$ cat config.mk
export PLATFORM = sky130hd
export DESIGN_NAME = tcw_ctrl
export DESIGN_NICKNAME = d
export VERILOG_FILES = /design/src/sv/text_console_writer_macros.svh /design/src/sv/tcw_pkg.sv /design/src/sv/tcw_ctrl.sv
export SDC_FILE = /design/constraint.sdc
export NUM_CORES = 1
export LEC_CHECK = 0
export BUFFER_PORTS_ARGS = -buffer_cell sky130_fd_sc_hd__buf_2
export CAP_MARGIN = 15
export CORE_AREA = 2 2 39 41
export CTS_CLUSTER_SIZE = 25
export DETAILED_ROUTE_END_ITERATION = 10
export DIE_AREA = 0 0 41 43
export PLACE_DENSITY = 0.38
export SYNTH_ARGS = -nofsm -noshare
export SYNTH_HDL_FRONTEND = slang
export SYNTH_SLANG_ARGS = --single-unit
$ cat constraint.sdc
create_clock -name i_clk -period 4.3 [get_ports i_clk]
set_clock_uncertainty 0.1 [all_clocks]
set_input_delay 0.645 -clock i_clk [delete_from_list [all_inputs] [get_ports i_clk]]
set_output_delay 0.645 -clock i_clk [all_outputs]
set_load 0.01 [all_outputs]
$ cat src/sv/text_console_writer_macros.svh
// Assertion macros for the text console writer RTL.
// Each macro expects a clock named i_clk and an active-low reset named i_rst_n in scope.
`ifndef TEXT_CONSOLE_WRITER_MACROS_SVH
`define TEXT_CONSOLE_WRITER_MACROS_SVH

// Same-cycle implication, checked outside reset.
`define TCW_ASSERT_IMP(lbl, ante, cons, msg) \
    lbl: assert property (@(posedge i_clk) disable iff (!i_rst_n) (ante) |-> (cons)) \
        else $error(msg);

// Next-cycle implication, checked outside reset.
`define TCW_ASSERT_NXT(lbl, ante, cons, msg) \
    lbl: assert property (@(posedge i_clk) disable iff (!i_rst_n) (ante) |=> (cons)) \
        else $error(msg);

`endif

$ cat src/sv/tcw_pkg.sv
// Shared types, constants and controller/datapath interface structs for the text console writer.
// No dependencies.
`timescale 1ns / 1ps

package tcw_pkg;

    localparam int COLUMNS    = 80;
    localparam int ROWS       = 25;
    localparam int CELL_COUNT = ROWS * COLUMNS;
    localparam int ROW_W      = $clog2(ROWS);
    localparam int COL_W      = $clog2(COLUMNS);
    localparam int ADDR_W     = $clog2(CELL_COUNT);

    localparam logic [7:0] CH_NEWLINE   = 8'd10;
    localparam logic [7:0] CH_RETURN    = 8'd13;
    localparam logic [7:0] CH_SPACE     = 8'd32;
    localparam logic [7:0] DEFAULT_ATTR = 8'h07;

    localparam logic CMD_PUT  = 1'b0;
    localparam logic CMD_READ = 1'b1;

    typedef struct packed {
        logic       command;
        logic [7:0] char_code;
        logic [4:0] read_row;
        logic [6:0] read_col;
    } t_in_item;

    typedef struct packed {
        logic [7:0] cell_char;
        logic [7:0] cell_attr;
        logic [4:0] cursor_row;
        logic [6:0] cursor_col;
        logic       scrolled;
    } t_out_item;

    typedef enum logic [2:0] {
        S_CLEAR,
        S_IDLE,
        S_EXEC,
        S_BLANK,
        S_RESULT
    } t_state;

    typedef struct packed {
        logic take;
        logic exec;
        logic clear_wr;
        logic blank_wr;
        logic load_out;
    } t_dp_cmd;

    typedef struct packed {
        logic clear_last;
        logic blank_last;
        logic scroll;
        logic out_free;
    } t_dp_status;

endpackage

$ cat src/sv/tcw_ctrl.sv
// Controller state machine for the text console writer.
// Depends on tcw_pkg; drives datapath commands and the input stall.
`timescale 1ns / 1ps

module tcw_ctrl
    import tcw_pkg::*;
(
    input  logic       i_clk,
    input  logic       i_rst_n,
    input  logic       i_in_valid,
    input  t_dp_status i_status,
    output t_dp_cmd    o_cmd,
    output logic       o_in_stall
);

    t_state r_state;
    t_state n_state;

    always_ff @(posedge i_clk) begin
        if (!i_rst_n) begin
            r_state <= S_CLEAR;
        end else begin
            r_state <= n_state;
        end
    end

    always_comb begin
        n_state    = r_state;
        o_cmd      = '0;
        o_in_stall = 1'b1;
        unique case (r_state)
            S_CLEAR: begin
                o_cmd.clear_wr = 1'b1;
                if (i_status.clear_last) begin
                    n_state = S_IDLE;
                end
            end
            S_IDLE: begin
                o_in_stall = 1'b0;
                if (i_in_valid) begin
                    o_cmd.take = 1'b1;
                    n_state    = S_EXEC;
                end
            end
            S_EXEC: begin
                o_cmd.exec = 1'b1;
                n_state    = i_status.scroll ? S_BLANK : S_RESULT;
            end
            S_BLANK: begin
                o_cmd.blank_wr = 1'b1;
                if (i_status.blank_last) begin
                    n_state = S_RESULT;
                end
            end
            S_RESULT: begin
                // Hold the finished beat until the output register can take it.
                if (i_status.out_free) begin
                    o_cmd.load_out = 1'b1;
                    n_state        = S_IDLE;
                end
            end
            default: begin
                n_state = S_CLEAR;
            end
        endcase
    end

endmodule

# Word-level counts from Yosys, hierarchy flattened
# Index checks and enable logic that the tools add are counted.
# totals
out_inout_bits	6
reg_bits	3
inputBits	7
word_cells	25
# op_classes
n_eq_ne	8
n_reduce_logical	2
n_mux	14
# ops
operator	n
$mux W3	5
$pmux W3 S5	1
$mux W1	8
$ne A2 B2 Y1 const B	4
$eq A3 B2 Y1 const B	2
$reduce_and A4 Y1	1
$eq A3 B1 Y1 const B	1
$eq A3 B3 Y1 const B	1
$logic_not A3 Y1	1

# Depth between registers and ports, before layout
# Gate-level depths: netlist of the first run.
# logic_depth
depth_word	3
ltp_mapped	5
mapped_depth_nobuf	4

# Worst setup path after synthesis of the first run
# OpenSTA, ideal clock, no wires.
# synth_timing
path_type	register to output
start	register r_state[1]
end	output port o_cmd[0] (netlist bit)
slack_ps	2531
path_buffers	1
path_stages_with_launch	4
t_arrival_ps	1024
t_required_ps	3555
path_cell_list	dfxtp_1 -> buf_2 -> or3b_1 -> nor2_1
# synth_lines
item	line	text
start: declaration	tcw_ctrl.sv:16	t_state r_state;
start signal: assignment	tcw_ctrl.sv:23	r_state <= n_state;
end: declaration	tcw_ctrl.sv:12	output t_dp_cmd o_cmd,

==> reports/qor.csv, run 1 <==
metric;value;unit
top_register;r_state;
required;3560;ps
synthMuxAreaShare;0.0751;
post_cts_resized;0;
grt_max_degree;14;
period_needed;2140;ps
wl_per_cell;10.0;microns
place_congestion;0.611;
cts_hold_buf;0;
stdcell_count;63;
p_leak;0.000166;uW
synth_xor_area_frac;0;
die_x;41;microns
hp-class;register to register;
worst_pin_slew;380;ps
antenna_found_initial;0;
htreeDepth;1;
n_antenna_cell;0;
status;complete, no violations;
syn_inst;34;
die_area;1760;sq um
synth-compound-area-share;0.146;
synth_ff_type;dfxtp_1;
grt_pass1_vias;260;
die_h;43;microns
vias_per_cell;4.46;
cts_tree;done;
ys_types;25;
path_class;register to output port;
max_freq;0.468;GHz
ys_warn_count;0;
synth_adder_area_share;0;
finalHoldViolations;0;
pin_count;13;
rows;14;
rsz0062_at_grt;no;
finalMaxSlewViolations;0;
num_vias;281;
crit_arrival;1390;ps
synth_edf_count;0;
period_share;0.497;
async_flop_share;0;
core;1380;sq um
io_buffer_count;12;
path_max_fanout;10;
end_kind;output port;
grt_use_total;0.0914;
clock-sinks;3;
drive_gt1_frac;0.404;
clock_path_buffers;2;
clkLatencyLatePin;230;ps
final_nets;55;
path_clk_slew;40;ps
synth_top_family_by_area;simple AND/OR/NAND/NOR gates;
final.setup.tns;0;ps
synthesis.nets;41;
syn-cell-area;267;sq um
gr-total-overflow;0;
start_kind;register;
initial_core_util;0.193;
grt_first_pass_wirelength;1.00;mm
slew-limit-headroom;0.746;
synth-simple-area-share;0.451;
ant_nets;0;
drt_pass1_iterations;4;
p_per_area;566;nW/um^2
placedCellCount;59;
avgSynthCellArea;7.84;sq um
max_cap_viol_count;0;
seq_area_frac_synth;0.225;
finalSetupViolCount;0;
drt-total-wl;632;microns
largest_register_ffs;3;
power;200;uW
synth-seq-cells;3;
post_cts_buffers;0;
drcViolationCount;0;
peakVddDrop;0.118;mV
numCtsBuffers;3;
reg_top3;r_state (3);
clockRootBuffer;clkbuf_4;
syn_to_final_growth;32.4;%
drt_iter0_drc;6;
==> per-stage QoR <==
| step | setup slack [ps] | area (sq um) | hold slack, ps | util |
|---|---|---|---|---|
| 2_1_floorplan | 2530 | 267 | 512 | - |
| 3_3_place_gp | 2440 | 327 | 515 | 0.236 |
| 3_5_place_dp | 2420 | 327 | 515 | 0.236 |
| 4_1_cts | 2160 | 353 | 519 | 0.255 |
| 5_1_grt | 2040 | 353 | 580 | 0.255 |
| 6_report | 2160 | 353 | 520 | 0.255 |
==> cells in the mapped netlist (all sizes together) (2+ instances only) <==
master | instances | share of area
nor2 | 5 | 0.080
dfxtp | 3 | 0.23
buf | 2 | 0.061
inv | 2 | 0.028
mux2i | 2 | 0.075
nand2 | 2 | 0.028
nand3b | 2 | 0.056
o21ai | 2 | 0.052
==> layout by cell type (no fill, tap or decap) <==
master | synthesis | routed
clkbuf_1 | 1 | 1
nor2_1 | 4 | 4
nor3_1 | 1 | 1
nor4b_1 | 1 | 1
or4b_4 | 1 | 1
nand3_1 | 1 | 1
a21oi_2 | 1 | 1
inv_1 | 2 | 2
nand2b_1 | 1 | 1
or3_1 | 1 | 1
nand2_1 | 2 | 2
o21ai_2 | 1 | 1
nand3b_1 | 2 | 2
o21ai_0 | 1 | 1
buf_2 | 1 | 12
dfxtp_1 | 3 | 3
clkbuf_4 | 0 | 3
nor3b_1 | 1 | 1
or3b_1 | 1 | 1
mux2i_1 | 2 | 2
and3b_1 | 1 | 1
o41ai_1 | 1 | 1
o21a_1 | 1 | 1
nor2_2 | 1 | 1
and3_1 | 1 | 1
==> layer usage <==
metal	vias up	GRT usage	routed length [microns]
li1	146	-	-
met1	122	0.106	293
met2	11	0.106	288
met3	2	0.0471	35
met4	0	0.100	14
met5	-	0	0
==> layout make-up <==
cell class,count,area [sq um]
Multi-Input combinational cell,26,179
Timing Repair Buffer,12,60.1
Fill cell,169,1030
Inverter,2,7.51
Clock buffer,4,26.3
Tap cell,16,20.0
Sequential cell,3,60.1
==> worst paths after layout <==
kind	slack (ps)	start	endpoint	cells after the start
worst max-delay path	2160	r_state[2]	o_cmd[0]	3
worst min-delay path	520	r_state[0]	r_state[0]	2
worst max register to register	2750	r_state[0]	r_state[2]	4
worst min register to register	520	r_state[0]	r_state[0]	2
==> power by group <==
group | internal [uW] | switching, uW
registers | 36.8 | 25.2
logic | 47.1 | 42.0
clock network | 34.7 | 14.0
==> critical path, cell delays in order (launching register included) <==
cell	delay (ps)
dfxtp_1	500
or3b_1	430
nor2_1	100
buf_2	130
==> logic make-up (layout without fill, tap and decap cells) <==
family | Yosys count | count (layout)
simple gates | 19 | 19
buf+inv | 5 | 18
compound gates | 5 | 5
mux | 2 | 2
flops | 3 | 3
(Power assumes the default switching activity.)
==> run 2: changes to the inputs <==
--- a/config.mk
+++ b/config.mk
@@ -5,13 +5,14 @@
 export SDC_FILE = /design/constraint.sdc
 export NUM_CORES = 1
 export LEC_CHECK = 0
+export ABC_AREA = 1
 export BUFFER_PORTS_ARGS = -buffer_cell sky130_fd_sc_hd__buf_2
 export CAP_MARGIN = 15
 export CORE_AREA = 2 2 39 41
 export CTS_CLUSTER_SIZE = 25
 export DETAILED_ROUTE_END_ITERATION = 10
 export DIE_AREA = 0 0 41 43
-export PLACE_DENSITY = 0.38
+export PLACE_DENSITY = 0.36
 export SYNTH_ARGS = -nofsm -noshare
 export SYNTH_HDL_FRONTEND = slang
 export SYNTH_SLANG_ARGS = --single-unit
==> constraint.sdc (replaced) <==
create_clock -name i_clk -period 1.7 [get_ports i_clk]
set_clock_uncertainty 0.1 [all_clocks]
set_input_delay 0.255 -clock i_clk [delete_from_list [all_inputs] [get_ports i_clk]]
set_output_delay 0.255 -clock i_clk [all_outputs]
set_load 0.01 [all_outputs]
==> reports/qor.csv, run 2 <==
metric;value;unit;change
gr-total-overflow;0;;unchanged
ys_warn_count;0;;unchanged
num-fill-cells;164;;-3.0%
vias_per_cell;3.69;;-17%
initial_core_util;0.161;;-0.0316
hp-class;input pin to register;;
drive_gt1_frac;0.345;;-0.0594
path_class;register to output port;;
yosysTopAreaCellShare;0.270;;+0.0443
peakVddDrop;0.421;mV;+260%
finalHoldViolations;0;;unchanged
synth-seq-cells;3;;unchanged
finalMaxSlewViolations;0;;unchanged
htreeDepth;1;;unchanged
end_kind;output port;;
pin_count;13;;unchanged
grt_max_degree;6;;-8
post_cts_buffers;0;;unchanged
rsz0062_at_grt;no;;
ant_nets;0;;unchanged
numCtsBuffers;3;;unchanged
synthMuxAreaShare;0;;-0.0751
finalSetupViolCount;0;;unchanged
syn_to_final_growth;47.8;%;
grt_first_pass_wirelength;848;microns;-15%
path_clk_slew;40;ps;about the same
avgSynthCellArea;5.30;sq um;-32%
io_buffer_count;12;;unchanged
drt_pass1_iterations;2;;-2
place_congestion;0.632;;+3.3%
largest_register_ffs;3;;unchanged
drt_iter0_drc;1;;-5
antenna_found_initial;0;;unchanged
post-synth-top-count-cell;nand2_1;;
die_area;1760;sq um;unchanged
period_share;0.891;;
synth_edf_count;0;;unchanged
synthesis.nets;49;;+20%
reg_top3;r_state (3);;
slew-limit-headroom;0.855;;+0.109
max_cap_viol_count;0;;unchanged
synth_common_cells;13 x nand2_1, 8 x inv_1, 6 x nor2_1;;
layout_common_cells;13 x nand2_1, 12 x buf_2, 8 x inv_1, 6 x nor2_1;;
syn_inst;42;;+24%
dp_slack;439;ps;-1980 ps
start_kind;register;;
synth_xor_area_frac;0;;unchanged
core;1380;sq um;unchanged
synth-compound-area-share;0.0674;;-0.0781
max_freq;0.660;GHz;
worst_pin_slew;217;ps;-163 ps
register_area;60.1;sq um;unchanged
crit_arrival;1160;ps;-230 ps
die_h;43;microns;unchanged
rows;14;;unchanged
synth-simple-area-share;0.494;;+0.0437
clkLatencyLatePin;230;ps;about the same
top_register;r_state;;
clock-sinks;3;;unchanged
status;complete, no violations;;
period_needed;1510;ps;
grt_use_total;0.0772;;-0.0141
syn-cell-area;223;sq um;-16%
cts_hold_buf;0;;unchanged
p_leak;0.000198;uW;+19%
path_max_fanout;5;;-5
synth.area.top_cells;dfxtp_1 27%, nand2_1 22%, inv_1 13%;;
die_x;41;microns;unchanged
cts_tree;done;;
drt-total-wl;549;microns;-13%
synth_adder_area_share;0;;unchanged
final.setup.tns;0;ps;unchanged
setup_slack;186;ps;-1980 ps
wl_per_cell;7.42;microns;-26%
grt_pass1_vias;238;;-8.5%
p_per_area;1440;nW/um^2;+150%
post_cts_resized;0;;unchanged
final_common_cell;nand2_1;;
multi_input_area;125;sq um;-30%
clock_path_buffers;2;;unchanged
ys_types;9;;-64%
async_flop_share;0;;unchanged
synth_ff_type;dfxtp_1;;
final_nets;66;;+20%
seq_area_frac_synth;0.270;;+0.0443
drcViolationCount;0;;unchanged
synth_top_family_by_area;simple AND/OR/NAND/NOR gates;;
clockRootBuffer;clkbuf_4;;
num_vias;273;;-2.8%
yosysTopAreaCell;dfxtp_1;;
required;1340;ps;-2220 ps
n_antenna_cell;0;;unchanged
==> run 2: worst paths after layout <==
path	startpoint	endpoint	slack (ps)	depth (start not counted)
max	r_state[0]	o_cmd[4]	190	5
max reg2reg	r_state[0]	r_state[0]	520	7
min	i_rst_n	r_state[0]	170	3
min reg2reg	r_state[0]	r_state[0]	460	2
==> run 2: critical path, cell delays in order, from the launching register on <==
cell     delay (ps)
dfxtp_1         410
inv_1            80
nor2_1          120
nand2_1         100
nor2_1           80
buf_2           130
==> run 2: power by group <==
group | switching, uW | internal [uW] | leakage [uW]
Clock | 35.2 | 87.9 | 0.0000150
Combinational | 143 | 89.7 | 0.000158
Sequential | 26.4 | 90.3 | 0.0000246
==> run 2: kinds of logic (layout without fill, tap and decap cells) <==
kind of cell / count (synthesis) / after routing
AND/OR/NAND/NOR: 26 / 26
buffers and inverters: 10 / 26
AO/OA/AOI/OAI: 3 / 3
flip-flops: 3 / 3
==> run 2: area by class of cell <==
cell class              instances  area share
flip-flops and latches          3       0.183
clock buffers                   4      0.0798
multi-input cells              29       0.380
repair buffers                 12       0.183
inverters                      10       0.114
well taps                      16      0.0608
==> run 2: through the flow <==
step	total power [uW]	util	instance area [sq um]	std cells	hold WS, ps
after detailed placement	352	0.219	303	70	410
after CTS	483	0.238	329	74	164
after floorplan	281	-	223	42	275
after global routing	522	0.238	329	74	183
after global placement	360	0.219	303	70	407
final	473	0.238	329	74	169
==> run 2: routing by layer <==
metal | routed length, microns | track usage
met5 | 0 | 0
met4 | 0 | 0.0600
met3 | 34 | 0.0471
met2 | 255 | 0.0906
met1 | 258 | 0.0962
